<file path="config.mk">
export PLATFORM = sky130hd
export DESIGN_NAME = csim_front
export DESIGN_NICKNAME = d
export VERILOG_FILES = /design/src/csim_pkg.sv /design/src/csim_front.sv
export SDC_FILE = /design/constraint.sdc
export NUM_CORES = 2
export LEC_CHECK = 0
export BUFFER_PORTS_ARGS = -buffer_cell sky130_fd_sc_hd__buf_2
export CORE_MARGIN = 1.5
export CORE_UTILIZATION = 35
export DETAILED_ROUTE_END_ITERATION = 10
export GPL_TIMING_DRIVEN = 0
export HOLD_SLACK_MARGIN = 0.03
export PLACE_DENSITY = 0.56
export SYNTH_ARGS = -nofsm -noshare
export SYNTH_HDL_FRONTEND = slang
export SYNTH_SLANG_ARGS = --single-unit
</file>
<file path="constraint.sdc">
create_clock -name clk -period 24.5 [get_ports clk]
set_input_delay 2.45 -clock clk [delete_from_list [all_inputs] [get_ports clk]]
set_output_delay 2.45 -clock clk [all_outputs]
set_load 0.02 [all_outputs]
</file>
<file path="src/csim_pkg.sv">
// shared types, constants and arithmetic helpers for the cosine similarity unit
package csim_pkg;

  localparam int ELEM_W      = 16;
  localparam int PROD_W      = 2 * ELEM_W;
  localparam int ACC_W       = 44;
  localparam int ROOT_W      = ACC_W / 2;
  localparam int REM_W       = ROOT_W + 3;
  localparam int MIN_DEN_W   = 10;
  localparam int SQRT_STEPS  = ROOT_W;
  localparam int DIV_STEPS   = ELEM_W;
  localparam int STEP_CNT_W  = $clog2(SQRT_STEPS);
  localparam int QUEUE_DEPTH = 2;

  localparam logic [MIN_DEN_W-1:0] MIN_DEN_RESET = MIN_DEN_W'(10);

  localparam logic signed [ACC_W-1:0] ACC_MAX = {1'b0, {(ACC_W-1){1'b1}}};
  localparam logic signed [ACC_W-1:0] ACC_MIN = {1'b1, {(ACC_W-1){1'b0}}};

  localparam logic [ELEM_W-1:0] SIM_POS_MAX = {1'b0, {(ELEM_W-1){1'b1}}};
  localparam logic [ELEM_W-1:0] SIM_NEG_MAX = {1'b1, {(ELEM_W-1){1'b0}}};

  typedef struct packed {
    logic signed [ACC_W-1:0] dot;
    logic signed [ACC_W-1:0] a_sq;
    logic signed [ACC_W-1:0] b_sq;
  } sums_t;

  typedef struct packed {
    logic [ACC_W-1:0]  x;
    logic [REM_W-1:0]  rem;
    logic [ROOT_W-1:0] root;
  } sqrt_t;

  function automatic logic signed [ACC_W-1:0] sat_add(
    input logic signed [ACC_W-1:0]  acc,
    input logic signed [PROD_W-1:0] prod
  );
    logic signed [ACC_W:0] s;
    s = (ACC_W+1)'(acc) + (ACC_W+1)'(prod);
    if (s[ACC_W] != s[ACC_W-1]) begin
      return s[ACC_W] ? ACC_MIN : ACC_MAX;
    end
    return s[ACC_W-1:0];
  endfunction

  // one digit of the restoring square root, two radicand bits per step
  function automatic sqrt_t sqrt_step(input sqrt_t cur);
    sqrt_t            nxt;
    logic [REM_W-1:0] t;
    logic [REM_W-1:0] trial;
    t     = {cur.rem[REM_W-3:0], cur.x[ACC_W-1:ACC_W-2]};
    trial = REM_W'({cur.root, 2'b01});
    nxt.x = {cur.x[ACC_W-3:0], 2'b00};
    if (t >= trial) begin
      nxt.rem  = t - trial;
      nxt.root = {cur.root[ROOT_W-2:0], 1'b1};
    end else begin
      nxt.rem  = t;
      nxt.root = {cur.root[ROOT_W-2:0], 1'b0};
    end
    return nxt;
  endfunction

endpackage

</file>
<file path="src/csim_front.sv">
// front end: per-beat saturating accumulation of dot product and squares
module csim_front (
  input  logic                                 clk,
  input  logic                                 rst_n,
  input  logic                                 accept,
  input  logic signed [csim_pkg::ELEM_W-1:0]   a_elem,
  input  logic signed [csim_pkg::ELEM_W-1:0]   b_elem,
  input  logic                                 last_elem,
  output logic                                 q_push,
  output csim_pkg::sums_t                      q_data
);

  csim_pkg::sums_t acc_r;
  csim_pkg::sums_t acc_nxt;
  csim_pkg::sums_t upd;

  logic signed [csim_pkg::PROD_W-1:0] p_ab;
  logic signed [csim_pkg::PROD_W-1:0] p_aa;
  logic signed [csim_pkg::PROD_W-1:0] p_bb;

  always_comb begin
    p_ab     = a_elem * b_elem;
    p_aa     = a_elem * a_elem;
    p_bb     = b_elem * b_elem;
    upd.dot  = csim_pkg::sat_add(acc_r.dot, p_ab);
    upd.a_sq = csim_pkg::sat_add(acc_r.a_sq, p_aa);
    upd.b_sq = csim_pkg::sat_add(acc_r.b_sq, p_bb);
    acc_nxt  = acc_r;
    if (accept) begin
      acc_nxt = last_elem ? '0 : upd;
    end
  end

  assign q_push = accept && last_elem;
  assign q_data = upd;

  always_ff @(posedge clk) begin
    if (!rst_n) begin
      acc_r <= '0;
    end else begin
      acc_r <= acc_nxt;
    end
  end

endmodule

</file>
After elaboration in Yosys (flattened, before gate mapping). Cells that the tools add are included.

$mul: 3. Equality and inequality tests: 3. $add $sub $neg: 3. Reduce and logical (&&, ||, !) cells: 1. Mux-type cells: 13.

Operators with widths (count): 2-to-1 mux 44 bit (9); adder 44 x 32 -> 45 bit (3); 2-to-1 mux 132 bit (1); multiplier 16 x 16 -> 32 bit (3); 2-to-1 mux 1 bit (3); inequality test 1 bit (3); logical AND 1 bit (1).

Bits of input ports: 36. Word-level logic and storage cells: 26. Output and inout port bits: 133. Register bits after elaboration: 132.

Longest topological paths before layout.
Depth in word-level cells: 6. Mapped depth: 31. Gate-level depth less buffers: 26.

Worst setup path after synthesis. Ideal clock, no wire load.

Kind: in2out. From: input b_elem[1] (netlist name). To: output q_data[36] (netlist name). Required time: 22.050 ns. Path slack: 12.106 ns. Buffers on the path: 5. Stages: 28. Data arrival time: 9.944 ns. Path through: clkbuf_1 > clkbuf_1 > nand2_1 > inv_1 > fa_1 > inv_1 > fa_1 > fa_1 > fa_1 > inv_1 > fa_1 > inv_1 > fa_1 > inv_1 > ha_1 > buf_2 > and4_1 > and3_1 > nand3_1 > o31a_1 > o311a_1 > a211oi_1 > xnor2_2 > and3_1 > buf_2 > buf_2 > nor2_1 > nor2_1.

RTL lines: from (decl) (RTL line csim_front.sv:7) `input logic signed [csim_pkg::ELEM_W-1:0] b_elem,`; to (decl) (RTL line csim_front.sv:10) `output csim_pkg::sums_t q_data`.

==> results.txt <==
The buffers plus inverters on the worst setup path came out at 11. TritonCTS built the clock tree. Headroom to the max-slew limit came out at -0.388%.

Timing would allow up to 67.2 MHz. The top fanout value on the critical path is 10. The remaining routing DRC violations came out at 0.

The maximum number of buffers from clock root to sink came out at 2. Summed over all layers, the routed wires come to 132 mm. The clock period could shrink to 14.89 ns.

The number of nets in the synthesized netlist is 6385. The number of flip-flops under the largest register name is 132. For this configuration, the core starts out at a cell density of 35.4%. The start-to-end type of the worst setup path is input port to output pin. The largest total area in the synthesized netlist belongs to sky130_fd_sc_hd__fa_1.

The floorplan step set the die width to 357 um. The number of enable-type register cells in the synthesized netlist came out at 0. The gate count of the mapped netlist came out at 4949. The Yosys step of the flow raised 0 warnings.

The number of hold violations in the final report is 0. The synthesis-to-layout area growth is 7.95%. The highest cell delay on the worst timing path is 1.02 ns.

In this run the number of cells on the critical path is 29. The slowest stage of the critical path is the sky130_fd_sc_hd__fa_1 cell. The tightest min-delay check is of the flop to flop type.

The run finished, with violations left. In this design, the largest share of critical-path delay is due to adder cells. Once routing completed, OpenROAD measured the worst setup slack at 9.61 ns. The number of nets still failing antenna checks after routing came out at 0. The final route contains 32874 vias. The cell depth of the worst flop-to-flop path is 21. The average footprint of a synthesized cell came out at 8.88 sq um. Counting instances in the post-synthesis netlist gives the leading cell types as sky130_fd_sc_hd__inv_1, sky130_fd_sc_hd__fa_1, sky130_fd_sc_hd__nand2_1.

The congestion estimate from routability-driven global placement came to 0.939. The count of port buffers added during placement came out at 162. The clock latency on the worst-skew pair came out at 0.55 ns. The worst setup timing slack at the placement stage is 9.65 ns. The total negative setup slack came out at 0 ns.

The final-stage net count is 6567. The number of buffers added to fix hold violations after cts is 0. The first detailed-routing pass ran for 8 iterations. The data required time of the worst path is 22.05 ns. STA puts the critical path data arrival time at 12.44 ns.

The iteration-0 DRC count of the detailed router is 2080. Hold timing on the final database bottoms out at a slack of 0.453 ns. The number of global-route vias before repair came out at 35213. The number of setup buffers added after CTS is 0. The die covers 0.128 sq mm.

The tree is rooted in a sky130_fd_sc_hd__clkbuf_16. The total routing resource utilization after global routing is 21.5%. For this design the top-level I/O count stands at 169. Among the stages of the critical path, the cell type that occurs most often is sky130_fd_sc_hd__fa_1. The number of antenna violations at the first check in global routing came to 14.

The largest clock skew in the final design came out at 0.0163 ns. Setup repair after global routing left no endpoint under its margin. The largest registers in the layout are acc_r (132). The cell area after synthesis came out at 0.0439 sq mm. The global-route wire length before repair came out at 206 mm. The number of maximum-capacitance violations came out at 1. The vias per cell is 4.85. The worst setup path is captured at an output pin. The placeable core region came out at 0.124 sq mm. After synthesis, the cell types taking the most area are sky130_fd_sc_hd__fa_1, sky130_fd_sc_hd__ha_1, sky130_fd_sc_hd__inv_1, sky130_fd_sc_hd__dfxtp_1, sky130_fd_sc_hd__nand2_1. The row count came out at 129. The half-perimeter wire length after placement is 113 mm.

The final number of setup-violating endpoints came out at 0. The floorplan die height is 357 um. The final-report max-slew violation count came out at 10. STA classifies the critical path startpoint as an input port. At the pin with the least slew margin, the transition time is 1.51 ns. The total clock sinks is 132. The count of cell types in the netlist came out at 79. The fraction of synthesized cell area taken by the top area cell type came out at 45.1%.

The fraction of the yosys area taken by sequential cells came out at 6.01%. The final reports fail on max-capacitance violations, max-slew violations. The number of buffers inserted during clock tree synthesis is 17.

The total overflow left after global routing is 0. The most numerous cell in the Yosys netlist is sky130_fd_sc_hd__inv_1. In this run the number of H-tree levels came out at 4. acc_r holds more flip-flops than any other register.

After synthesis, the share of flip-flops with an asynchronous set or reset is 0%. Cells fill 38.2% of the core in the end. The number of gates resized after CTS was 0.

The synthesized design contains 132 register bits. The final routed wire length divided by cell count came out at 19.4 um. The pin count of the biggest net entering global routing is 30. The cell depth of the worst min-delay path is 2. Of the cells placed in the final design, the portion with a size suffix greater than 1 is 5.42%. The clock-pin slew of the registers on the worst-case setup and hold paths is 0.07 ns. The share of the clock period used by the worst path after layout is 60.8%. In the synthesized netlist the dominant register cell turns out to be sky130_fd_sc_hd__dfxtp_1.
[worst min-delay path, cell delays in order, from the launching register on]
cell and delay [ns]:
sky130_fd_sc_hd__dfxtp_1 0.31, sky130_fd_sc_hd__nand2_1 0.05, sky130_fd_sc_hd__o21ai_1 0.05
[path summary, 6_finish.rpt]
| check | start | end | slack [ns] |
|---|---|---|---|
| min | acc_r[119] | acc_r[119] | 0.45 |
| min reg2reg | acc_r[119] | acc_r[119] | 0.45 |
| max reg2reg | acc_r[56] | acc_r[75] | 17.72 |
| max | a_elem[15] | q_data[68] | 9.61 |
[cell families (layout without fill, tap and decap cells)]
group / Yosys count / in the layout / share of synthesized area, %
buf+inv: 1498 / 1692 / 13.0
flops: 132 / 132 / 6.01
compound gates: 567 / 567 / 8.02
fa+ha+maj: 1452 / 1452 / 58.0
other cells: 0 / 4 / 0
xor+xnor: 147 / 147 / 2.95
simple gates: 1153 / 1153 / 12.0
[metal layers]
layer / share of wire [%] / GRT usage [%] / vias up
met5: 0.045 / 0 / -
met4: 3.7 / 7.78 / 10
met3: 6.2 / 4.01 / 192
met2: 48 / 35.7 / 891
met1: 42 / 27.9 / 16607
li1: - / - / 15174
[cell type report]
cell class	count	area (sq um)
Sequential cell	132	2640
Timing Repair Buffer	163	831
Antenna cell	4	10.0
Clock inverter	14	165
Fill cell	12706	76700
Inverter	1311	4920
Clock buffer	17	425
Multi-Input combinational cell	3319	35600
Tap cell	1637	2050
Buffer	187	781
[metrics by stage]
step           std cells  area [sq um]
2_1_floorplan       4949         43900
3_3_place_gp        6748         46800
3_5_place_dp        6749         46800
4_1_cts             6780         47400
5_1_grt             6781         47400
6_report            6784         47400
[placed cells by master (no fill, tap or decap), drive strengths merged, types with 5 or more instances in the layout]
cell,Yosys,layout
o21ai,190,190
nor3,15,15
o211ai,20,20
xor2,45,45
nand2b,23,23
maj3,52,52
dfxtp,132,132
nand2,478,478
inv,1310,1317
nor2,299,299
and2,205,205
o31a,6,6
or2,9,9
fa,990,990
xnor2,102,102
a221oi,6,6
nand3,25,25
buf,33,196
nand4,25,25
o22ai,6,6
a31oi,10,10
a31o,8,8
o21bai,23,23
a21oi,156,156
a211oi,13,13
ha,410,410
and4,5,5
nor4,7,7
o21a,14,14
a21o,47,47
o31ai,13,13
and3,20,20
clkbuf,154,171
nor2b,25,25
a22o,15,15
or3,8,8
Power is left out: the tool's default activity adds up to more than one toggle a clock period on the data nets, which glitch-free logic cannot reach.
