--- src/csim_pkg.sv ---
// shared types, constants and arithmetic helpers for the cosine similarity unit
package csim_pkg;

  localparam int ELEM_W      = 16;
  localparam int PROD_W      = 2 * ELEM_W;
  localparam int ACC_W       = 44;
  localparam int ROOT_W      = ACC_W / 2;
  localparam int REM_W       = ROOT_W + 3;
  localparam int MIN_DEN_W   = 10;
  localparam int SQRT_STEPS  = ROOT_W;
  localparam int DIV_STEPS   = ELEM_W;
  localparam int STEP_CNT_W  = $clog2(SQRT_STEPS);
  localparam int QUEUE_DEPTH = 2;

  localparam logic [MIN_DEN_W-1:0] MIN_DEN_RESET = MIN_DEN_W'(10);

  localparam logic signed [ACC_W-1:0] ACC_MAX = {1'b0, {(ACC_W-1){1'b1}}};
  localparam logic signed [ACC_W-1:0] ACC_MIN = {1'b1, {(ACC_W-1){1'b0}}};

  localparam logic [ELEM_W-1:0] SIM_POS_MAX = {1'b0, {(ELEM_W-1){1'b1}}};
  localparam logic [ELEM_W-1:0] SIM_NEG_MAX = {1'b1, {(ELEM_W-1){1'b0}}};

  typedef struct packed {
    logic signed [ACC_W-1:0] dot;
    logic signed [ACC_W-1:0] a_sq;
    logic signed [ACC_W-1:0] b_sq;
  } sums_t;

  typedef struct packed {
    logic [ACC_W-1:0]  x;
    logic [REM_W-1:0]  rem;
    logic [ROOT_W-1:0] root;
  } sqrt_t;

  function automatic logic signed [ACC_W-1:0] sat_add(
    input logic signed [ACC_W-1:0]  acc,
    input logic signed [PROD_W-1:0] prod
  );
    logic signed [ACC_W:0] s;
    s = (ACC_W+1)'(acc) + (ACC_W+1)'(prod);
    if (s[ACC_W] != s[ACC_W-1]) begin
      return s[ACC_W] ? ACC_MIN : ACC_MAX;
    end
    return s[ACC_W-1:0];
  endfunction

  // one digit of the restoring square root, two radicand bits per step
  function automatic sqrt_t sqrt_step(input sqrt_t cur);
    sqrt_t            nxt;
    logic [REM_W-1:0] t;
    logic [REM_W-1:0] trial;
    t     = {cur.rem[REM_W-3:0], cur.x[ACC_W-1:ACC_W-2]};
    trial = REM_W'({cur.root, 2'b01});
    nxt.x = {cur.x[ACC_W-3:0], 2'b00};
    if (t >= trial) begin
      nxt.rem  = t - trial;
      nxt.root = {cur.root[ROOT_W-2:0], 1'b1};
    end else begin
      nxt.rem  = t;
      nxt.root = {cur.root[ROOT_W-2:0], 1'b0};
    end
    return nxt;
  endfunction

endpackage

--- src/csim_back.sv ---
// back end: square roots, norm product, threshold test, division and result register
module csim_back (
  input  logic                                 clk,
  input  logic                                 rst_n,
  input  logic [csim_pkg::MIN_DEN_W-1:0]       min_den,
  input  logic                                 q_empty,
  input  csim_pkg::sums_t                      q_head,
  output logic                                 q_pop,
  input  logic                                 out_pop,
  output logic                                 out_empty,
  output logic signed [csim_pkg::ELEM_W-1:0]   out_similarity,
  output logic                                 out_zero_norm
);

  typedef enum logic [5:0] {
    ST_IDLE  = 6'b000001,
    ST_SQRT  = 6'b000010,
    ST_MUL   = 6'b000100,
    ST_CHECK = 6'b001000,
    ST_DIV   = 6'b010000,
    ST_DONE  = 6'b100000
  } state_t;

  state_t state_r, state_nxt;

  logic [csim_pkg::STEP_CNT_W-1:0] cnt_r, cnt_nxt;
  csim_pkg::sqrt_t                 sq_a_r, sq_a_nxt;
  csim_pkg::sqrt_t                 sq_b_r, sq_b_nxt;
  logic [csim_pkg::ACC_W-1:0]      mag_r, mag_nxt;
  logic                            neg_r, neg_nxt;
  logic [csim_pkg::ACC_W-1:0]      den_r, den_nxt;
  logic [csim_pkg::ACC_W-1:0]      rem_r, rem_nxt;
  logic                            nbit_r, nbit_nxt;
  logic [csim_pkg::ELEM_W-1:0]     quo_r, quo_nxt;
  logic                            zero_r, zero_nxt;

  logic                            out_valid_r, out_valid_nxt;
  logic [csim_pkg::ELEM_W-1:0]     sim_r, sim_nxt;
  logic                            zn_r, zn_nxt;

  logic [csim_pkg::ACC_W:0]        div_t;
  logic                            div_ge;
  logic [csim_pkg::ELEM_W-1:0]     sim_calc;
  logic                            out_free;

  assign out_free  = !out_valid_r || out_pop;
  assign q_pop     = (state_r == ST_IDLE) && !q_empty;
  assign div_t     = {rem_r, nbit_r};
  assign div_ge    = div_t >= {1'b0, den_r};

  always_comb begin
    if (zero_r) begin
      sim_calc = '0;
    end else if (!neg_r) begin
      sim_calc = (quo_r > csim_pkg::SIM_POS_MAX) ? csim_pkg::SIM_POS_MAX : quo_r;
    end else begin
      sim_calc = (quo_r > csim_pkg::SIM_NEG_MAX) ? csim_pkg::SIM_NEG_MAX
                                                 : (~quo_r + 1'b1);
    end
  end

  always_comb begin
    state_nxt     = state_r;
    cnt_nxt       = cnt_r;
    sq_a_nxt      = sq_a_r;
    sq_b_nxt      = sq_b_r;
    mag_nxt       = mag_r;
    neg_nxt       = neg_r;
    den_nxt       = den_r;
    rem_nxt       = rem_r;
    nbit_nxt      = nbit_r;
    quo_nxt       = quo_r;
    zero_nxt      = zero_r;
    out_valid_nxt = out_valid_r && !out_pop;
    sim_nxt       = sim_r;
    zn_nxt        = zn_r;
    case (state_r)
      ST_IDLE: begin
        if (!q_empty) begin
          sq_a_nxt.x    = q_head.a_sq;
          sq_a_nxt.rem  = '0;
          sq_a_nxt.root = '0;
          sq_b_nxt.x    = q_head.b_sq;
          sq_b_nxt.rem  = '0;
          sq_b_nxt.root = '0;
          neg_nxt       = q_head.dot[csim_pkg::ACC_W-1];
          mag_nxt       = q_head.dot[csim_pkg::ACC_W-1] ? csim_pkg::ACC_W'(-q_head.dot)
                                                       : q_head.dot;
          cnt_nxt       = '0;
          state_nxt     = ST_SQRT;
        end
      end
      ST_SQRT: begin
        sq_a_nxt = csim_pkg::sqrt_step(sq_a_r);
        sq_b_nxt = csim_pkg::sqrt_step(sq_b_r);
        cnt_nxt  = cnt_r + 1'b1;
        if (cnt_r == csim_pkg::STEP_CNT_W'(csim_pkg::SQRT_STEPS - 1)) begin
          state_nxt = ST_MUL;
        end
      end
      ST_MUL: begin
        den_nxt   = sq_a_r.root * sq_b_r.root;
        state_nxt = ST_CHECK;
      end
      ST_CHECK: begin
        zero_nxt = 1'b0;
        quo_nxt  = '0;
        if (den_r <= csim_pkg::ACC_W'(min_den)) begin
          zero_nxt  = 1'b1;
          state_nxt = ST_DONE;
        end else if ({1'b0, mag_r} >= {den_r, 1'b0}) begin
          quo_nxt   = '1;
          state_nxt = ST_DONE;
        end else begin
          rem_nxt   = {1'b0, mag_r[csim_pkg::ACC_W-1:1]};
          nbit_nxt  = mag_r[0];
          cnt_nxt   = '0;
          state_nxt = ST_DIV;
        end
      end
      ST_DIV: begin
        rem_nxt  = div_ge ? csim_pkg::ACC_W'(div_t - {1'b0, den_r})
                          : div_t[csim_pkg::ACC_W-1:0];
        quo_nxt  = {quo_r[csim_pkg::ELEM_W-2:0], div_ge};
        nbit_nxt = 1'b0;
        cnt_nxt  = cnt_r + 1'b1;
        if (cnt_r == csim_pkg::STEP_CNT_W'(csim_pkg::DIV_STEPS - 1)) begin
          state_nxt = ST_DONE;
        end
      end
      ST_DONE: begin
        if (out_free) begin
          out_valid_nxt = 1'b1;
          sim_nxt       = sim_calc;
          zn_nxt        = zero_r;
          state_nxt     = ST_IDLE;
        end
      end
      default: begin
        state_nxt = ST_IDLE;
      end
    endcase
  end

  always_ff @(posedge clk) begin
    if (!rst_n) begin
      state_r     <= ST_IDLE;
      out_valid_r <= 1'b0;
      cnt_r       <= '0;
    end else begin
      state_r     <= state_nxt;
      out_valid_r <= out_valid_nxt;
      cnt_r       <= cnt_nxt;
    end
  end

  always_ff @(posedge clk) begin
    sq_a_r <= sq_a_nxt;
    sq_b_r <= sq_b_nxt;
    mag_r  <= mag_nxt;
    neg_r  <= neg_nxt;
    den_r  <= den_nxt;
    rem_r  <= rem_nxt;
    nbit_r <= nbit_nxt;
    quo_r  <= quo_nxt;
    zero_r <= zero_nxt;
    sim_r  <= sim_nxt;
    zn_r   <= zn_nxt;
  end

  assign out_empty      = !out_valid_r;
  assign out_similarity = sim_r;
  assign out_zero_norm  = zn_r;

`ifndef SYNTHESIS
  a_zero_forces_zero: assert property (@(posedge clk) disable iff (!rst_n)
    (out_valid_r && zn_r) |-> (sim_r == '0))
    else $error("zero_norm beat with nonzero similarity");
  a_rem_below_den: assert property (@(posedge clk) disable iff (!rst_n)
    (state_r == ST_DIV) |-> (rem_r < den_r))
    else $error("division remainder not below denominator");
  a_div_count: assert property (@(posedge clk) disable iff (!rst_n)
    (state_r == ST_DIV) |-> (cnt_r < csim_pkg::STEP_CNT_W'(csim_pkg::DIV_STEPS)))
    else $error("division step count overrun");
  a_pop_only_idle: assert property (@(posedge clk) disable iff (!rst_n)
    q_pop |=> (state_r == ST_SQRT))
    else $error("queue pop did not start square root");
`endif

endmodule

--- config.mk ---
export PLATFORM = sky130hd
export DESIGN_NAME = csim_back
export DESIGN_NICKNAME = d
export VERILOG_FILES = /design/src/csim_pkg.sv /design/src/csim_back.sv
export SDC_FILE = /design/constraint.sdc
export NUM_CORES = 2
export LEC_CHECK = 0
export BUFFER_PORTS_ARGS = -buffer_cell sky130_fd_sc_hd__buf_2
export CAP_MARGIN = 10
export CORE_ASPECT_RATIO = 1.2
export CORE_UTILIZATION = 55
export DETAILED_ROUTE_END_ITERATION = 7
export PLACE_DENSITY = 0.72
export SYNTH_ARGS = -nofsm -noshare
export SYNTH_HDL_FRONTEND = slang
export SYNTH_SLANG_ARGS = --single-unit
--- constraint.sdc ---
create_clock -name clk -period 9.3 [get_ports clk]
set_clock_uncertainty 0.05 [all_clocks]
set_input_delay 0.93 -clock clk [delete_from_list [all_inputs] [get_ports clk]]
set_output_delay 0.93 -clock clk [all_outputs]
set_load 0.01 [all_outputs]
# Yosys cells after proc, flatten, opt, wreduce, memory -nomap -nowiden
# Cells that the tools add are included.
# word_totals
regBits	358
inputBits	146
output_inout_bits	19
word_cells	99
# classes
addsub	6
n_mul	1
order_cmp	7
eq_ne	14
mux	34
bitwise_logic	2
n_reduce_logical	16
# op_table
operator	count
case mux 91 bit (2 select lines)	2
2-to-1 mux 91 bit	2
2-to-1 mux 44 bit	3
2-to-1 mux 47 bit	2
case mux 44 bit (2 select lines)	1
2-to-1 mux 16 bit	5
>= comparator 25 x 24 -> 1 bit	2
subtractor 25 x 24 -> 25 bit	2
>= comparator 44 x 45 -> 1 bit	1
>= comparator 45 x 44 -> 1 bit	1
less-or-equal comparator 44 x 10 -> 1 bit	1
multiplier 22 x 22 -> 44 bit	1
negation 44 bit	1
subtractor 44 bit	1
2-to-1 mux 43 bit	1
2-to-1 mux 6 bit	6
case mux 6 bit (6 select lines)	1
case mux 16 bit (2 select lines)	1
adder 16 x 1 -> 16 bit (second input constant)	1
greater-than comparator 16 x 15 -> 1 bit (second input constant)	1
greater-than comparator 16 bit (second input constant)	1
NOT 16 bit	1
2-to-1 mux 5 bit	3
case mux 5 bit (3 select lines)	1
22 further kinds	38

# Longest topological paths before layout
# depth
ltp_word	4
ltp_mapped	29
mapped_depth_nobuf	26

# Least setup slack after synthesis
# No wires, ideal clock.
# synth_path
path_type	register to register
start	register sq_b_r[10] (netlist name)
end	register den_r[36] (netlist name), data pin
setup_time_ns	0.260
t_arrival_ns	6.777
t_required_ns	8.990
slack_ns	2.213
path_stages_with_launch	28
n_path_buf	3
period_less_slack_ns	7.087
path_cell_list	edfxtp_1 > clkbuf_1 > inv_1 > buf_1 > nor2_1 > fa_1 > inv_1 > fa_1 > fa_1 > inv_1 > fa_1 > fa_1 > fa_1 > inv_1 > fa_1 > inv_1 > ha_1 > clkbuf_1 > a21oi_1 > o21ai_0 > a21oi_1 > o21ai_0 > or3_1 > o21a_1 > o31a_1 > o21a_1 > nor2_1 > xnor2_1
# synth_via
elab_chain_len	1
# synth_rtl
element	line	source
from (decl)	csim_back.sv:28	csim_pkg::sqrt_t sq_b_r, sq_b_nxt;
from (signal assigned)	csim_back.sv:159	sq_b_r <= sq_b_nxt;
multiplier 22 x 22 -> 44 bit	csim_back.sv:102	den_nxt = sq_a_r.root * sq_b_r.root;
to (signal assigned)	csim_back.sv:162	den_r <= den_nxt;
to (decl)	csim_back.sv:31	logic [csim_pkg::ACC_W-1:0] den_r, den_nxt;
# Every way passes these cells.
# A chain may end at the register's enable or synchronous reset.

# Final worst setup path
# layout_path
start	register sq_a_r[8] (netlist name)
end	register den_r[41] (netlist name), data pin
# layout_via
elab_chain_len	1
# layout_rtl
element	line	source
from (decl)	csim_back.sv:27	csim_pkg::sqrt_t sq_a_r, sq_a_nxt;
from (signal assigned)	csim_back.sv:158	sq_a_r <= sq_a_nxt;
multiplier 22 x 22 -> 44 bit	csim_back.sv:102	
# Every way passes these cells.

==> summary.md <==
| Metric | Value |
|---|---|
| Fin. max-slew vios | `0` |
| Final net count | `4908` |
| Core area | `65900 µm²` |
| Dpl ws | `1.25 ns` |
| Main synth FF type | `edfxtp_1` |
| Die area | `67800 µm²` |
| Fillers | `5690` |
| Vias/cell | `5.65` |
| Max Fanout on Critical Path | `13` |
| Final setup TNS | `0 ns` |
| Final Hold Vio Count | `0` |
| Post-synth EDFFs | `346` |
| FP Rows | `103` |
| Flop and latch count out of synthesis | `358` |
| Sequential cell area fraction in the yosys report | `29.0%` |
| Synthesized net count | `4822` |
| Hold Buf Count CTS | `0` |
| Grt total ovfl | `0` |
| Least-Margin Pin Slew | `1.29 ns` |
| WS Path Type | `flip-flop to flip-flop` |
| Initial DRC count | `1993` |
| Post-synth cell types | `78` |
| CTS tree | `yes` |
| Fmax | `0.122 GHz` |
| Mapped Cells | `3969` |
| Synthesized area | `36700 µm²` |
| PortBufs | `164` |
| Fin crit period | `8.17 ns` |
| Critical path endpoint category | `flip-flop` |
| # resized after CTS | `0` |
| Initial core utilization | `55.7%` |
| Maxcap violations | `0` |
| Startpoint types | `flip-flop` |
| Max-Slew Margin vs Limit | `13.5%` |
| Area delta synth->final | `8.33%` |
| FFs w/ async S/R, synth | `0%` |
| Unrepaired setup endpoints after global routing | `no` |
| WP data arrival | `8.44 ns` |
| Worst setup margin | `1.13 ns` |
| Avg Synthesized Cell Area | `9.25 µm²` |
| Finish-stage setup viols | `0` |
| Antenna violations before repair | `3` |
| Final period util | `87.9%` |
| Worst EP required | `9.56 ns` |
| CTS buffer count | `43` |
| Yosys warns | `0` |
| I/O pin total | `165` |
| H-tree depth | `2` |
| CTS Buffer Depth | `3` |
| DP Wirelength | `75900 µm` |
| # clock sinks | `358` |
| Global placer's final weighted congestion | `0.988` |
| Status | `complete, no violations` |
| Die W | `238 µm` |
| Drt first pass iters | `5` |
| Total track usage | `29.1%` |
| Post-CTS Repair Setup Buffers | `0` |
| CTS clk-pin slew, worst paths | `0.06 ns` |
| First-pass GRT wire length | `153000 µm` |
| Drc violations | `0` |
| Pin count of the biggest net entering global routing | `180` |
| WL final | `98300 µm` |
| Final ANT Viol Nets | `0` |
| Clock latency on the worst-skew pair | `0.60 ns` |
| Share of post-route cells with drive strength above 1 | `7.34%` |
| Hold Path Class | `flip-flop to flip-flop` |
| CTS root buf | `clkbuf_16` |
| Vias | `28200` |
| Vias in the first global route | `28400` |
| Die height | `285 µm` |
| Wire length per cell | `19.7 µm` |
[placed cells by master (no fill, tap or decap), drive strengths merged, types with 37 or more instances in the layout]
master,netlist,layout
mux2i,45,45
nor2,428,428
ha,309,309
a21oi,147,147
nand4,40,40
xnor2,121,121
a31oi,49,49
a21o,83,83
buf,12,208
inv,566,568
xor2,37,37
edfxtp,346,346
nand2,708,708
fa,398,398
clkbuf,155,56
o21ai,114,114
[cell usage after synthesis, drive strengths merged (49+ instances only)]
cell	count	share of area (%)
a31oi	49	0.84
o21ai	114	1.6
inv	566	5.8
xnor2	121	2.9
a21o	83	1.7
edfxtp	346	28
ha	309	11
nor2	428	4.4
clkbuf	155	1.6
a21oi	147	2.0
nand2	708	7.2
fa	398	22
[sequential cells by signal (all words and copies together) (netlist names)]
| name | flops |
|---|---|
| state_r | 6 |
| cnt_r | 5 |
| rem_r | 44 |
| out_valid_r | 1 |
| nbit_r | 1 |
| mag_r | 44 |
| zero_r | 1 |
| neg_r | 1 |
| sq_a_r | 89 |
| quo_r | 16 |
| out_similarity | 16 |
| den_r | 44 |
| sq_b_r | 89 |
| out_zero_norm | 1 |
[layout make-up]
cell class | instances | area [µm²] | share of cell area, %
clock buffer | 56 | 1120 | 2.83
multi-input combinational | 2869 | 23300 | 58.7
tap | 892 | 1120 | 2.81
sequential | 358 | 10600 | 26.7
antenna | 3 | 7.51 | 0.0189
timing repair buffer | 208 | 1160 | 2.93
clock inverter | 22 | 228 | 0.573
inverter | 575 | 2160 | 5.43
[worst paths after layout]
check | slack [ns] | startpoint | to | cells past startpoint
worst min register to register | 0.45 | cnt_r[3] | cnt_r[3] | 1
worst max-delay path | 1.13 | sq_a_r[8] | den_r[41] | 24
worst min-delay path | 0.45 | cnt_r[3] | cnt_r[3] | 1
worst max register to register | 1.13 | sq_a_r[8] | den_r[41] | 24
[metrics by stage]
stage          hold slack (ns)  utilization (%)  instances  cell area [µm²]
6_report                 0.451             60.4       4983            39800
5_1_grt                  0.472             60.4       4983            39800
4_1_cts                  0.452             60.4       4980            39800
3_5_place_dp             0.441             58.3       4902            38400
3_3_place_gp             0.436             58.3       4902            38400
2_1_floorplan            0.374                -       3969            36700
[worst max-delay path: stages, from the launching register on]
cell and delay (ns):
edfxtp_1 0.80, inv_1 0.52, nor2_1 0.27, fa_1 0.46, fa_1 0.52, inv_1 0.06
fa_1 0.53, inv_1 0.05, fa_1 0.50, inv_1 0.05, fa_1 0.47, inv_1 0.05
fa_1 0.53, inv_1 0.06, fa_1 0.52, inv_1 0.04, ha_1 0.36, inv_1 0.07
o21bai_1 0.25, a211oi_1 0.13, a21oi_1 0.43, a31oi_1 0.27, o31a_1 0.42, o21ai_1 0.28
o311ai_0 0.17
[layer usage]
layer,track usage [%],vias to the layer above,part of all wire [%]
met5,0,-,0
li1,-,13200,-
met2,49.8,1076,48
met3,4.63,276,6.7
met4,14.8,0,5.6
met1,35.6,13600,39
[logic make-up (layout without fill, tap and decap cells)]
family | after synthesis | after routing | share of synthesized area (%)
xor+xnor | 158 | 158 | 3.77
simple gates | 1400 | 1400 | 16.4
other cells | 0 | 3 | 0
flops | 358 | 358 | 29.0
mux | 45 | 45 | 1.23
fa+ha+maj | 707 | 707 | 32.2
compound gates | 559 | 559 | 9.82
buf+inv | 742 | 861 | 7.59
Power is left out: the tool's default activity adds up to more than one toggle a clock period on the data nets, which glitch-free logic cannot reach.
