File: config.mk
export PLATFORM = sky130hd
export DESIGN_NAME = csim_queue
export DESIGN_NICKNAME = d
export VERILOG_FILES = /design/src/csim_pkg.sv /design/src/csim_queue.sv
export SDC_FILE = /design/constraint.sdc
export NUM_CORES = 1
export LEC_CHECK = 0
export ABC_CLOCK_PERIOD_IN_PS = 21500
export CAP_MARGIN = 20
export CORE_AREA = 2 2 135 137
export CTS_CLUSTER_DIAMETER = 30
export DETAILED_ROUTE_END_ITERATION = 7
export DIE_AREA = 0 0 137 139
export DONT_BUFFER_PORTS = 1
export HOLD_SLACK_MARGIN = 0.08
export PLACE_DENSITY = 0.76
export SLEW_MARGIN = 30
export SYNTH_ARGS = -nofsm -noshare
export SYNTH_HDL_FRONTEND = slang
export SYNTH_SLANG_ARGS = --single-unit
File: constraint.sdc
create_clock -name clk -period 21.5 [get_ports clk]
set_clock_uncertainty 0.05 [all_clocks]
set_input_delay 4.3 -clock clk [delete_from_list [all_inputs] [get_ports clk]]
set_output_delay 4.3 -clock clk [all_outputs]
set_load 0.02 [all_outputs]
File: src/csim_pkg.sv
// shared types, constants and arithmetic helpers for the cosine similarity unit
package csim_pkg;

  localparam int ELEM_W      = 16;
  localparam int PROD_W      = 2 * ELEM_W;
  localparam int ACC_W       = 44;
  localparam int ROOT_W      = ACC_W / 2;
  localparam int REM_W       = ROOT_W + 3;
  localparam int MIN_DEN_W   = 10;
  localparam int SQRT_STEPS  = ROOT_W;
  localparam int DIV_STEPS   = ELEM_W;
  localparam int STEP_CNT_W  = $clog2(SQRT_STEPS);
  localparam int QUEUE_DEPTH = 2;

  localparam logic [MIN_DEN_W-1:0] MIN_DEN_RESET = MIN_DEN_W'(10);

  localparam logic signed [ACC_W-1:0] ACC_MAX = {1'b0, {(ACC_W-1){1'b1}}};
  localparam logic signed [ACC_W-1:0] ACC_MIN = {1'b1, {(ACC_W-1){1'b0}}};

  localparam logic [ELEM_W-1:0] SIM_POS_MAX = {1'b0, {(ELEM_W-1){1'b1}}};
  localparam logic [ELEM_W-1:0] SIM_NEG_MAX = {1'b1, {(ELEM_W-1){1'b0}}};

  typedef struct packed {
    logic signed [ACC_W-1:0] dot;
    logic signed [ACC_W-1:0] a_sq;
    logic signed [ACC_W-1:0] b_sq;
  } sums_t;

  typedef struct packed {
    logic [ACC_W-1:0]  x;
    logic [REM_W-1:0]  rem;
    logic [ROOT_W-1:0] root;
  } sqrt_t;

  function automatic logic signed [ACC_W-1:0] sat_add(
    input logic signed [ACC_W-1:0]  acc,
    input logic signed [PROD_W-1:0] prod
  );
    logic signed [ACC_W:0] s;
    s = (ACC_W+1)'(acc) + (ACC_W+1)'(prod);
    if (s[ACC_W] != s[ACC_W-1]) begin
      return s[ACC_W] ? ACC_MIN : ACC_MAX;
    end
    return s[ACC_W-1:0];
  endfunction

  // one digit of the restoring square root, two radicand bits per step
  function automatic sqrt_t sqrt_step(input sqrt_t cur);
    sqrt_t            nxt;
    logic [REM_W-1:0] t;
    logic [REM_W-1:0] trial;
    t     = {cur.rem[REM_W-3:0], cur.x[ACC_W-1:ACC_W-2]};
    trial = REM_W'({cur.root, 2'b01});
    nxt.x = {cur.x[ACC_W-3:0], 2'b00};
    if (t >= trial) begin
      nxt.rem  = t - trial;
      nxt.root = {cur.root[ROOT_W-2:0], 1'b1};
    end else begin
      nxt.rem  = t;
      nxt.root = {cur.root[ROOT_W-2:0], 1'b0};
    end
    return nxt;
  endfunction

endpackage

File: src/csim_queue.sv
// short queue of finished sums between front and back end
module csim_queue #(
  parameter int DEPTH = csim_pkg::QUEUE_DEPTH
) (
  input  logic            clk,
  input  logic            rst_n,
  input  logic            push,
  input  csim_pkg::sums_t push_data,
  input  logic            pop,
  output csim_pkg::sums_t head,
  output logic            full,
  output logic            empty
);

  localparam int PTR_W = $clog2(DEPTH);
  localparam int CNT_W = $clog2(DEPTH + 1);

  csim_pkg::sums_t   mem_r [DEPTH];
  logic [PTR_W-1:0]  wr_ptr_r, wr_ptr_nxt;
  logic [PTR_W-1:0]  rd_ptr_r, rd_ptr_nxt;
  logic [CNT_W-1:0]  count_r, count_nxt;
  logic              do_push, do_pop;

  assign full    = (count_r == CNT_W'(DEPTH));
  assign empty   = (count_r == '0);
  assign do_push = push && !full;
  assign do_pop  = pop && !empty;
  assign head    = mem_r[rd_ptr_r];

  always_comb begin
    wr_ptr_nxt = wr_ptr_r;
    rd_ptr_nxt = rd_ptr_r;
    count_nxt  = count_r;
    if (do_push) begin
      wr_ptr_nxt = (wr_ptr_r == PTR_W'(DEPTH - 1)) ? '0 : wr_ptr_r + 1'b1;
    end
    if (do_pop) begin
      rd_ptr_nxt = (rd_ptr_r == PTR_W'(DEPTH - 1)) ? '0 : rd_ptr_r + 1'b1;
    end
    if (do_push && !do_pop) begin
      count_nxt = count_r + 1'b1;
    end else if (do_pop && !do_push) begin
      count_nxt = count_r - 1'b1;
    end
  end

  always_ff @(posedge clk) begin
    if (do_push) begin
      mem_r[wr_ptr_r] <= push_data;
    end
  end

  always_ff @(posedge clk) begin
    if (!rst_n) begin
      wr_ptr_r <= '0;
      rd_ptr_r <= '0;
      count_r  <= '0;
    end else begin
      wr_ptr_r <= wr_ptr_nxt;
      rd_ptr_r <= rd_ptr_nxt;
      count_r  <= count_nxt;
    end
  end

`ifndef SYNTHESIS
  a_count_bound: assert property (@(posedge clk) disable iff (!rst_n)
    count_r <= CNT_W'(DEPTH))
    else $error("queue count above depth");
`endif

endmodule

Yosys cells after proc, flatten, opt, wreduce, memory -nomap -nowiden --
Memory sizes are Yosys's and may differ from the RTL's. A register that Yosys moved wholly into a read port is not among the register bits. Cells that the tools add are included.
Word-level totals: flip-flop bits (word level) 4, RAM bits 264, input bits 136, output and inout port bits 134, logic and storage cells 27, memories 1
Memory list:
- mem_r | depth 2, bits a word 132, rd ports 1, clocked after Yosys merged registers in 1, wr ports 1, line csim_queue.sv:18 | csim_pkg::sums_t mem_r [DEPTH];
Operators by class: add/sub/neg operators 4, equal/unequal tests 1, multiplexer cells 8, reductions and logical operators 10
Operators with widths (count):
- 1-bit 2-to-1 mux | 6
- 1-bit logical AND | 4
- 1-bit zero test | 4
- 2-bit 2-to-1 mux | 2
- 1-bit adder, second input constant | 2
- 2-bit by 1-bit adder with 2-bit output, second input constant | 1
- 2-bit == test, second input constant | 1
- 2-bit zero test | 1
- 2-bit nonzero test | 1
- 2-bit by 1-bit subtractor with 2-bit output, second input constant | 1

Depth between registers and ports, before layout --
Gate-level depths: netlist of run 1.
word-level depth 7, gate-level depth with buffers 7, gate-level depth less buffers 7

Least setup slack after synthesis of run 1 --
Ideal clock, no wire load.
kind input port to flip-flop, from input push, to memory mem_r[0][0] (netlist bit), enable pin, setup time 0.601 ns, arrival 9.465 ns, data required time 20.849 ns, slack 11.384 ns, stages 2, buffers on the path 0, path through inv_1 > nor3_2
Between the ends: cells in the longest elaborated chain, start to end 3
RTL lines:
- start: declaration | line csim_queue.sv:7 | input logic push,
- 1-bit logical AND | line csim_queue.sv:26 | assign do_push = push && !full;
- 1-bit 2-to-1 mux | line csim_queue.sv:48 | if (do_push) begin
- 1-bit 2-to-1 mux (implied by the code) | line csim_queue.sv:49 | mem_r[wr_ptr_r] <= push_data;
- end: declaration | line csim_queue.sv:18
Every way passes these cells.

==> results of run 1 <==
-- layout by cell type, fill, tap and decap left out, types with 2 or more instances in the layout --
| cell | instances |
|---|---|
| edfxtp_1 | 264 |
| mux2_4 | 80 |
| mux2_2 | 52 |
| clkbuf_16 | 39 |
| clkbuf_1 | 9 |
| clkinv_2 | 6 |
| buf_4 | 5 |
| inv_6 | 4 |
| dfxtp_1 | 4 |
| and2_1 | 3 |
| clkinv_4 | 3 |
| bufinv_16 | 3 |
| clkinvlp_4 | 3 |
| inv_1 | 2 |
| nor2_1 | 2 |
| xnor2_1 | 2 |
| clkinv_1 | 2 |
| clkbuf_8 | 2 |
-- Yosys cell counts --
cell	n	area, µm²
ha_1	1	12.5
buf_6	9	101
o21a_1	1	7.51
and2_1	3	18.8
inv_1	2	7.51
o21ai_1	1	5.00
and3_1	1	6.26
or3_1	1	6.26
nor2_1	2	7.51
xnor2_1	2	17.5
xor2_1	1	8.76
a21boi_1	1	7.51
buf_8	1	15.0
nand2b_1	1	6.26
buf_2	5	25.0
o21ai_0	1	5.00
a21boi_0	1	7.51
mux2_2	52	586
nor3_2	1	10.0
dfxtp_1	5	100
edfxtp_1	264	7930
mux2_4	80	1200
-- power by group through the flow --
stage          Sequential [mW]  Clock [mW]  Combinational [mW]
6_report                 0.688       0.591               0.355
5_1_grt                  0.695       0.623               0.375
4_1_cts                  0.690       0.602               0.360
3_5_place_dp             0.698           0               0.360
3_3_place_gp             0.693           0               0.355
2_1_floorplan            0.694           0               0.332
-- through the flow --
stage | util (%) | hold WS [ns] | total power [mW] | area, µm² | instances
3_5_place_dp | 58.3 | 0.488 | 1.06 | 10300 | 656
4_1_cts | 65.4 | 0.493 | 1.65 | 11500 | 727
2_1_floorplan | - | 0.433 | 1.03 | 10100 | 436
5_1_grt | 65.4 | 0.511 | 1.69 | 11500 | 727
6_report | 65.4 | 0.490 | 1.63 | 11500 | 727
3_3_place_gp | 58.3 | 0.445 | 1.05 | 10300 | 656
-- worst register-to-register path, delay by kind of cell (launching register included) --
family | cells | cell delay (ns)
simple gates | 2 | 0.36
flops | 1 | 0.44
buf+inv | 3 | 1.44
-- state kept, by name, indices dropped and copies added, names as in the netlist, named ones only --
name / flops
mem_r: 264
rd_ptr_r: 1
count_r: 2
wr_ptr_r: 1
-- layer usage --
| metal | GRT usage (%) | part of all wire, % | up-vias |
|---|---|---|---|
| li1 | - | - | 1801 |
| met1 | 18.8 | 35 | 1994 |
| met2 | 27.8 | 48 | 222 |
| met3 | 10.4 | 15 | 32 |
| met4 | 5.97 | 2.2 | 0 |
| met5 | 0 | 0 | - |
-- kinds of logic (layout without fill, tap and decap cells) --
logic type | after synthesis | in the layout | synth area share [%]
flops | 269 | 269 | 79.6
mux | 132 | 132 | 17.7
buf+inv | 17 | 79 | 1.48
simple gates | 9 | 9 | 0.546
compound gates | 5 | 5 | 0.322
xor+xnor | 3 | 3 | 0.260
fa+ha+maj | 1 | 1 | 0.124
-- layout make-up --
class / instances / area (µm²) / share of cell area [%]
flip-flops and latches: 269 / 8030 / 69.6
clock buffers: 50 / 1040 / 8.98
well taps: 229 / 287 / 2.48
clock inverters: 21 / 211 / 1.83
repair buffers: 6 / 48.8 / 0.423
inverters: 2 / 7.51 / 0.0650
multi-input cells: 150 / 1920 / 16.7
-- worst max-delay path by stage --
stage          slack [ns]                      end
2_1_floorplan       11.38    mem_r[0][0]$_DFFE_PP_
3_3_place_gp        15.12   mem_r[1][10]$_DFFE_PP_
3_5_place_dp        15.04  mem_r[1][111]$_DFFE_PP_
4_1_cts             14.66                head[127]
5_1_grt             14.58                head[119]
6_report            14.72                head[127]
==> metrics, run 1 <==
Internal Power=1.17 mW; Slew Viols, Final=0; initial core utilization=57.1%; kind of cell adding the most delay to the critical path=buffers and inverters; Yosys cell types=22; clock power share=36.2%; NumNets Final=605; CTS buffer count=39; setup TNS=0 ns; final worst slack=14.72 ns; Lkg Pwr=3.97 nW; Boundary Pins=270; Worst Path Buf+Inv=1; H-tree depth=2; flops & latches, synth=269; core area=17700 µm²; r2r startpoint=count_r[0]$_SDFFE_PN0P_; WL final=16900 µm; Hold Crit Class=flip-flop to flip-flop; Avg WL per Cell=23.2 µm; remaining antenna violation count=0; CP endpoint kind=output pin; first drt pass iteration count=4; min Tclk post-route=6.78 ns; Psw=0.461 mW; final hold violations=0; gpl congestion=0.721; worst r2r dst=mem_r[0][67]$_DFFE_PP_; Die H=139 µm; Worst path max stage delay=0.77 ns; layout cells sized above 1=40.4%; hold_sp=count_r[1]$_SDFFE_PN0P_; area grow syn2layout=14.4%; CTS resizes=0; Fillers=1145; post-synth design cell area=10100 µm²; Max IR drop VDD=104 µV; crit path cell chain=buf_4, mux2_2; Skew-Pair Late Insertion Delay=0.50 ns; std cell rows=49; CTS tree=yes; worst setup path class=flip-flop to output pin; cells after synthesis=436; crit start category=flip-flop; post-CTS setup buffers=0; worst slew pin tran=0.872 ns; IO buf count=0; CP required=17.15 ns; yosys warns=0; Initial DRC Count=293; drt via density=5.57; Hold Crit Endpoint=count_r[1]$_SDFFE_PN0P_; syn_nets=573; max_cap viols=0; GR Overflow Total=0; post-place setup slack=15.04 ns; R2R Setup Slk=18.81 ns; Sw Ratio=28.2%; Max Freq=147 MHz; Vias=4049; clk sinks=269; CTS root buf=clkbuf_16; Combinational Power Share=21.7%; worst-case clock buffer depth=3; sequential-to-total area share from yosys stat=79.6%; depth of the worst register-to-register path=5; Avg Inst Size Synth=23.1 µm²; result of the run=finished clean; first-pass GRT wire length=24600 µm; clock transition at the registers of the reported paths=0.05 ns; Setup-failing EPs final=0; total track usage=17.3%; Die X=137 µm; worst-path maximum fanout=50; Power Dens Cells=141 nW/µm²; vias in the first global route=4336; period utilization=31.5%; die area=19000 µm²; DRC errors left=0; maximum number of pins on one net before global-route repair=74; hpwl dp=10900 µm; antenna cells=0; hold path cells=2; WP data arrival=2.43 ns; Stages on worst setup path=2; Post-CTS Hold Fix Bufs=0; slew margin rel.=41.9%; initial antenna violation count=0; part of the power in registers=42.1%; Crit-path slowest cell=buf_4; RSZ-0062 raised after global routing=false
Power figures use the tool's default switching activity.
==> run 2: changes to the inputs <==
--- a/config.mk
+++ b/config.mk
@@ -5,7 +5,7 @@
 export SDC_FILE = /design/constraint.sdc
 export NUM_CORES = 1
 export LEC_CHECK = 0
-export ABC_CLOCK_PERIOD_IN_PS = 21500
+export ABC_CLOCK_PERIOD_IN_PS = 6900
 export CAP_MARGIN = 20
 export CORE_AREA = 2 2 135 137
 export CTS_CLUSTER_DIAMETER = 30
==> constraint.sdc (replaced) <==
create_clock -name clk -period 6.9 [get_ports clk]
set_clock_uncertainty 0.05 [all_clocks]
set_input_delay 1.38 -clock clk [delete_from_list [all_inputs] [get_ports clk]]
set_output_delay 1.38 -clock clk [all_outputs]
set_load 0.02 [all_outputs]
==> run 2 against run 1 <==
Compared with the run above: sequential power rose to 3.2 times the previous value; critical path type unchanged; die area did not move; highest routed layer unchanged; register-to-register slack got worse by 15 ns; largest cell class unchanged; sequential share of layout area fell by 1.6 points.
==> metrics, run 2 (synthesis gave the netlist of run 1 again) <==
result of the run=finished clean; worst r2r dst=mem_r[1][89]$_DFFE_PP_; crit start category=flip-flop; drt via density=5.62 (+0.93%); worst-path maximum fanout=57 (+14%); hold_sp=count_r[1]$_SDFFE_PN0P_; Boundary Pins=270 (unchanged); die area=19000 µm² (unchanged); final hold slack=0.537 ns (+0.0465 ns); crit path cell chain=buf_4, mux2_2; hpwl dp=11200 µm (+2.9%); layout cells sized above 1=42.6% (+2.2 points); worst-case clock buffer depth=3 (unchanged); part of the power in registers=39.4% (-2.7 points); Power Dens Cells=464 nW/µm² (+230%); Max IR drop VDD=353 µV (+240%); Psw=1.53 mW (+230%); CTS root buf=clkbuf_16; depth of the worst register-to-register path=3 (-2); Die H=139 µm (unchanged); clock power share=40.7% (+4.5 points); clock transition at the registers of the reported paths=0.06 ns (about the same); first drt pass iteration count=5 (+1); total track usage=18.2% (+0.87 points); GR Overflow Total=0 (unchanged); slew margin rel.=37.7% (-4.2 points); max FFs per register=264 (unchanged); initial core utilization=57.1% (unchanged); area grow syn2layout=17.2%; dpl cells=655 (-0.15%); Hold Crit Class=flip-flop to flip-flop; Worst path max stage delay=0.84 ns (+0.07 ns); CTS resizes=0 (unchanged); Lkg Pwr=4.09 nW (+3.2%); period utilization=59.3%; WP data arrival=2.66 ns (+0.23 ns); Cell Count, Final, Fillers Out=734 (+0.96%); Initial DRC Count=220 (-25%); Avg WL per Cell=24.1 µm (+4.1%); std cell rows=49 (unchanged); CP required=5.47 ns (-11.68 ns); Post-CTS Hold Fix Bufs=0 (unchanged); Crit-path slowest cell=dfxtp_4; NumNets Final=608 (+0.50%); Die X=137 µm (unchanged); post-CTS setup buffers=0 (unchanged); maximum number of pins on one net before global-route repair=72 (-2.7%); Hold Crit Endpoint=count_r[1]$_SDFFE_PN0P_; DRC errors left=0 (unchanged); IO buf count=0 (unchanged); highest-count cells in the layout ignoring fill and taps=edfxtp_1, mux2_4, mux2_2; registers with the most flip-flops=mem_r (264), count_r (2); worst slew pin tran=0.935 ns (+0.0629 ns); Reg with most FFs=mem_r; clk sinks=269 (unchanged); Combinational Power Share=19.9% (-1.8 points); CTS buffer count=43 (+10%); vias in the first global route=4466 (+3.0%); Skew-Pair Late Insertion Delay=0.51 ns (about the same); Max Freq=244 MHz; Vias=4126 (+1.9%); remaining antenna violation count=0 (unchanged); Setup-failing EPs final=0 (unchanged); commonest non-fill, non-tap cell in the layout=edfxtp_1; Tot Pwr=5.49 mW (+240%); post-place setup slack=3.32 ns (-11.72 ns); Internal Power=3.97 mW (+240%); Slew Viols, Final=0 (unchanged); hold path cells=2 (unchanged); final worst slack=2.81 ns (-11.91 ns); H-tree depth=2 (unchanged); min Tclk post-route=4.09 ns; initial antenna violation count=0 (unchanged); R2R Setup Slk=4.17 ns (-14.64 ns); worst setup path class=flip-flop to output pin; gpl congestion=0.736 (+2.1%); core area=17700 µm² (unchanged); first-pass GRT wire length=25800 µm (+5.0%); Sw Ratio=27.8% (-0.45 points); setup TNS=0 ns (unchanged); WL final=17700 µm (+5.1%); CTS tree=yes; max_cap viols=0 (unchanged); RSZ-0062 raised after global routing=false; final hold violations=0 (unchanged); antenna cells=0 (unchanged); r2r startpoint=count_r[0]$_SDFFE_PN0P_; CP endpoint kind=output pin
==> run 2: cell types whose count changed in the layout (fill, tap and decap cells not counted), sizes merged <==
cell,change
clkinvlp,+3
clkbuf,-4
buf,-1
inv,+5
bufinv,+6
clkinv,-2
==> run 2: cell type report <==
type / instances / area, µm²
repair buffers: 5 / 37.5
well taps: 229 / 287
multi-input cells: 150 / 1920
clock buffers: 46 / 1090
fillers: 1095 / 5830
flip-flops and latches: 269 / 8030
inverters: 2 / 7.51
clock inverters: 33 / 452
==> run 2: layer usage <==
| metal | global-route usage, % | share of wire (%) |
|---|---|---|
| met3 | 9.47 | 14 |
| met1 | 19.8 | 35 |
| met5 | 0 | 0 |
| met4 | 6.40 | 1.9 |
| met2 | 30.1 | 49 |
==> run 2: worst max path at each step <==
stage               from                     to  depth (start not counted)
2_1_floorplan       push  mem_r[0][0]$_DFFE_PP_                          2
3_3_place_gp   flip-flop                head[6]                          2
3_5_place_dp   flip-flop                head[4]                          2
4_1_cts        flip-flop               head[21]                          2
5_1_grt        flip-flop                head[4]                          2
6_report       flip-flop                head[4]                          2
==> run 2: stage by stage <==
step | cell area (µm²) | util, %
2_1_floorplan | 10100 | -
3_3_place_gp | 10300 | 58.3
3_5_place_dp | 10300 | 58.3
4_1_cts | 11800 | 67.0
5_1_grt | 11800 | 67.0
6_report | 11800 | 67.0
==> run 2: power by group through the flow <==
stage	sequential (mW)	clock [mW]	combinational, mW
3_3_place_gp	2.19	0	1.08
4_1_cts	2.17	2.27	1.11
5_1_grt	2.19	2.35	1.15
6_report	2.17	2.24	1.09
3_5_place_dp	2.20	0	1.10
2_1_floorplan	2.15	0	1.04
==> run 2: worst max-delay path: cells and delay by family (launching register included) <==
kind	cells	cell delay, ns
flip-flops	1	0.84
buffers and inverters	1	0.73
multiplexers	1	0.49
==> run 3: changes to the inputs <==
--- a/config.mk
+++ b/config.mk
@@ -5,15 +5,15 @@
 export SDC_FILE = /design/constraint.sdc
 export NUM_CORES = 1
 export LEC_CHECK = 0
-export ABC_CLOCK_PERIOD_IN_PS = 6900
+export ABC_CLOCK_PERIOD_IN_PS = 3500
 export CAP_MARGIN = 20
-export CORE_AREA = 2 2 135 137
+export CORE_AREA = 2 2 137 139
 export CTS_CLUSTER_DIAMETER = 30
 export DETAILED_ROUTE_END_ITERATION = 7
-export DIE_AREA = 0 0 137 139
+export DIE_AREA = 0 0 139 141
 export DONT_BUFFER_PORTS = 1
 export HOLD_SLACK_MARGIN = 0.08
-export PLACE_DENSITY = 0.76
+export PLACE_DENSITY = 0.77
 export SLEW_MARGIN = 30
 export SYNTH_ARGS = -nofsm -noshare
 export SYNTH_HDL_FRONTEND = slang
==> constraint.sdc (replaced) <==
create_clock -name clk -period 3.5 [get_ports clk]
set_clock_uncertainty 0.05 [all_clocks]
set_input_delay 0.7 -clock clk [delete_from_list [all_inputs] [get_ports clk]]
set_output_delay 0.7 -clock clk [all_outputs]
set_load 0.02 [all_outputs]
==> run 3 against run 2 <==
Compared with the run above: global-route usage shrank 1.4 points; via count shrank 1.1%; combinational power grew 100%; highest routed layer unchanged; sequential cell count is the same; clock power up 82%; sequential power rose by 96%; cell count increased by 0.95%; critical endpoint is now head[86].
==> metrics, run 3 (synthesis gave the netlist of run 1 again) <==
worst-path maximum fanout=36 (-37%); vias in the first global route=4370 (-2.1%); crit start category=flip-flop; worst-case clock buffer depth=3 (unchanged); std cell rows=50 (+2.0%); Lkg Pwr=4.09 nW (-0.21%); Psw=2.98 mW (+96%); DRC errors left=0 (unchanged); CP endpoint kind=output pin; clock power share=38.7% (-2.0 points); hpwl dp=11300 µm (+0.68%); WP data arrival=2.05 ns (-0.61 ns); CTS root buf=clkbuf_16; Core Util, Final=64.8% (-2.2 points); maximum number of pins on one net before global-route repair=99 (+38%); result of the run=finished clean; gpl congestion=0.758 (+3.0%); Internal Power=7.54 mW (+90%); GR Overflow Total=0 (unchanged); post-place setup slack=1.20 ns (-2.12 ns); commonest non-fill, non-tap cell in the layout=edfxtp_1; core area=18300 µm² (+3.5%); Avg WL per Cell=23.1 µm (-4.4%); period utilization=80.1%; final hold violations=0 (unchanged); Combinational Power Share=21.0% (+1.1 points); Power Dens Cells=889 nW/µm² (+91%); CP required=2.75 ns (-2.72 ns); drt via density=5.50 (-2.1%); IO buf count=0 (unchanged); CTS tree=yes; Boundary Pins=270 (unchanged); setup TNS=0 ns (unchanged); Die H=141 µm (+1.4%); Max IR drop VDD=681 µV (+93%); Skew-Pair Late Insertion Delay=0.51 ns (about the same); Slew Viols, Final=0 (unchanged); part of the power in registers=40.4% (+1.0 points); remaining antenna violation count=0 (unchanged); max_cap viols=0 (unchanged); clk sinks=269 (unchanged); die area=19600 µm² (+2.9%); antenna cells=0 (unchanged); registers with the most flip-flops=mem_r (264), count_r (2); worst slew pin tran=0.665 ns (-0.271 ns); H-tree depth=2 (unchanged); Initial DRC Count=203 (-7.7%); Tot Pwr=10.5 mW (+92%); post-CTS setup buffers=0 (unchanged); WL final=17100 µm (-3.5%); initial core utilization=55.2% (-1.9 points); Max Freq=357 MHz; slew margin rel.=55.7% (+18 points); RSZ-0062 raised after global routing=false; clock transition at the registers of the reported paths=0.05 ns (about the same); first-pass GRT wire length=25000 µm (-3.3%); NumNets Final=611 (+0.49%); Die X=139 µm (+1.5%); total track usage=16.7% (-1.4 points); CTS buffer count=43 (unchanged); max FFs per register=264 (unchanged); final hold slack=0.230 ns (-0.307 ns); CTS resizes=0 (unchanged); Setup-failing EPs final=0 (unchanged); Sw Ratio=28.3% (+0.57 points); Reg with most FFs=mem_r; min Tclk post-route=2.80 ns; layout cells sized above 1=43.0% (+0.42 points); worst setup path class=flip-flop to output pin; highest-count cells in the layout ignoring fill and taps=edfxtp_1, mux2_4, mux2_2; initial antenna violation count=0 (unchanged); Vias=4079 (-1.1%); final worst slack=0.697 ns (-2.11 ns); area grow syn2layout=17.3% (about the same); Hold Crit Class=input pin to flip-flop; Post-CTS Hold Fix Bufs=0 (unchanged); first drt pass iteration count=4 (-1)
[run 3: power groups by stage]
stage / clock (mW) / combinational, mW / sequential, mW
after floorplan: 0 / 2.05 / 4.22
after global placement: 0 / 2.20 / 4.28
after detailed placement: 0 / 2.24 / 4.31
after CTS: 4.15 / 2.24 / 4.25
after global routing: 4.30 / 2.31 / 4.29
final: 4.07 / 2.21 / 4.25
[run 3: metal layers]
metal	track usage, %	vias to the layer above	share of wire (%)
li1	-	1820	-
met1	17.9	2011	35
met2	28.7	222	51
met3	8.73	26	12
met4	5.69	0	1.7
met5	0	-	0
[run 3: final timing paths]
| check | cells past startpoint | slack (ns) | endpoint | startpoint |
|---|---|---|---|---|
| hold reg to reg | 2 | 0.48 | count_r[1]$_SDFFE_PN0P_ | count_r[1]$_SDFFE_PN0P_ |
| setup reg to reg | 4 | 1.57 | mem_r[0][80]$_DFFE_PP_ | count_r[0]$_SDFFE_PN0P_ |
| setup / recovery | 2 | 0.70 | head[86] | flip-flop |
| hold / removal | 0 | 0.23 | mem_r[1][8]$_DFFE_PP_ | push_data[8] |
[run 3: layout make-up]
class	instances	area, µm²
repair buffers	8	123
inverters	2	20.0
clock buffers	45	1100
flip-flops and latches	269	8030
clock inverters	33	339
fillers	1181	6430
well taps	234	293
multi-input cells	150	1920
[run 3: worst max-delay path, cell delays in order (launching register included)]
cell and delay [ns]:
dfxtp_4 0.77, buf_4 0.38, mux2_4 0.37
[run 3: metrics by stage]
step,cells,instance area [µm²]
2_1_floorplan,436,10100
3_3_place_gp,663,10400
3_5_place_dp,663,10400
4_1_cts,741,11800
5_1_grt,741,11800
6_report,741,11800
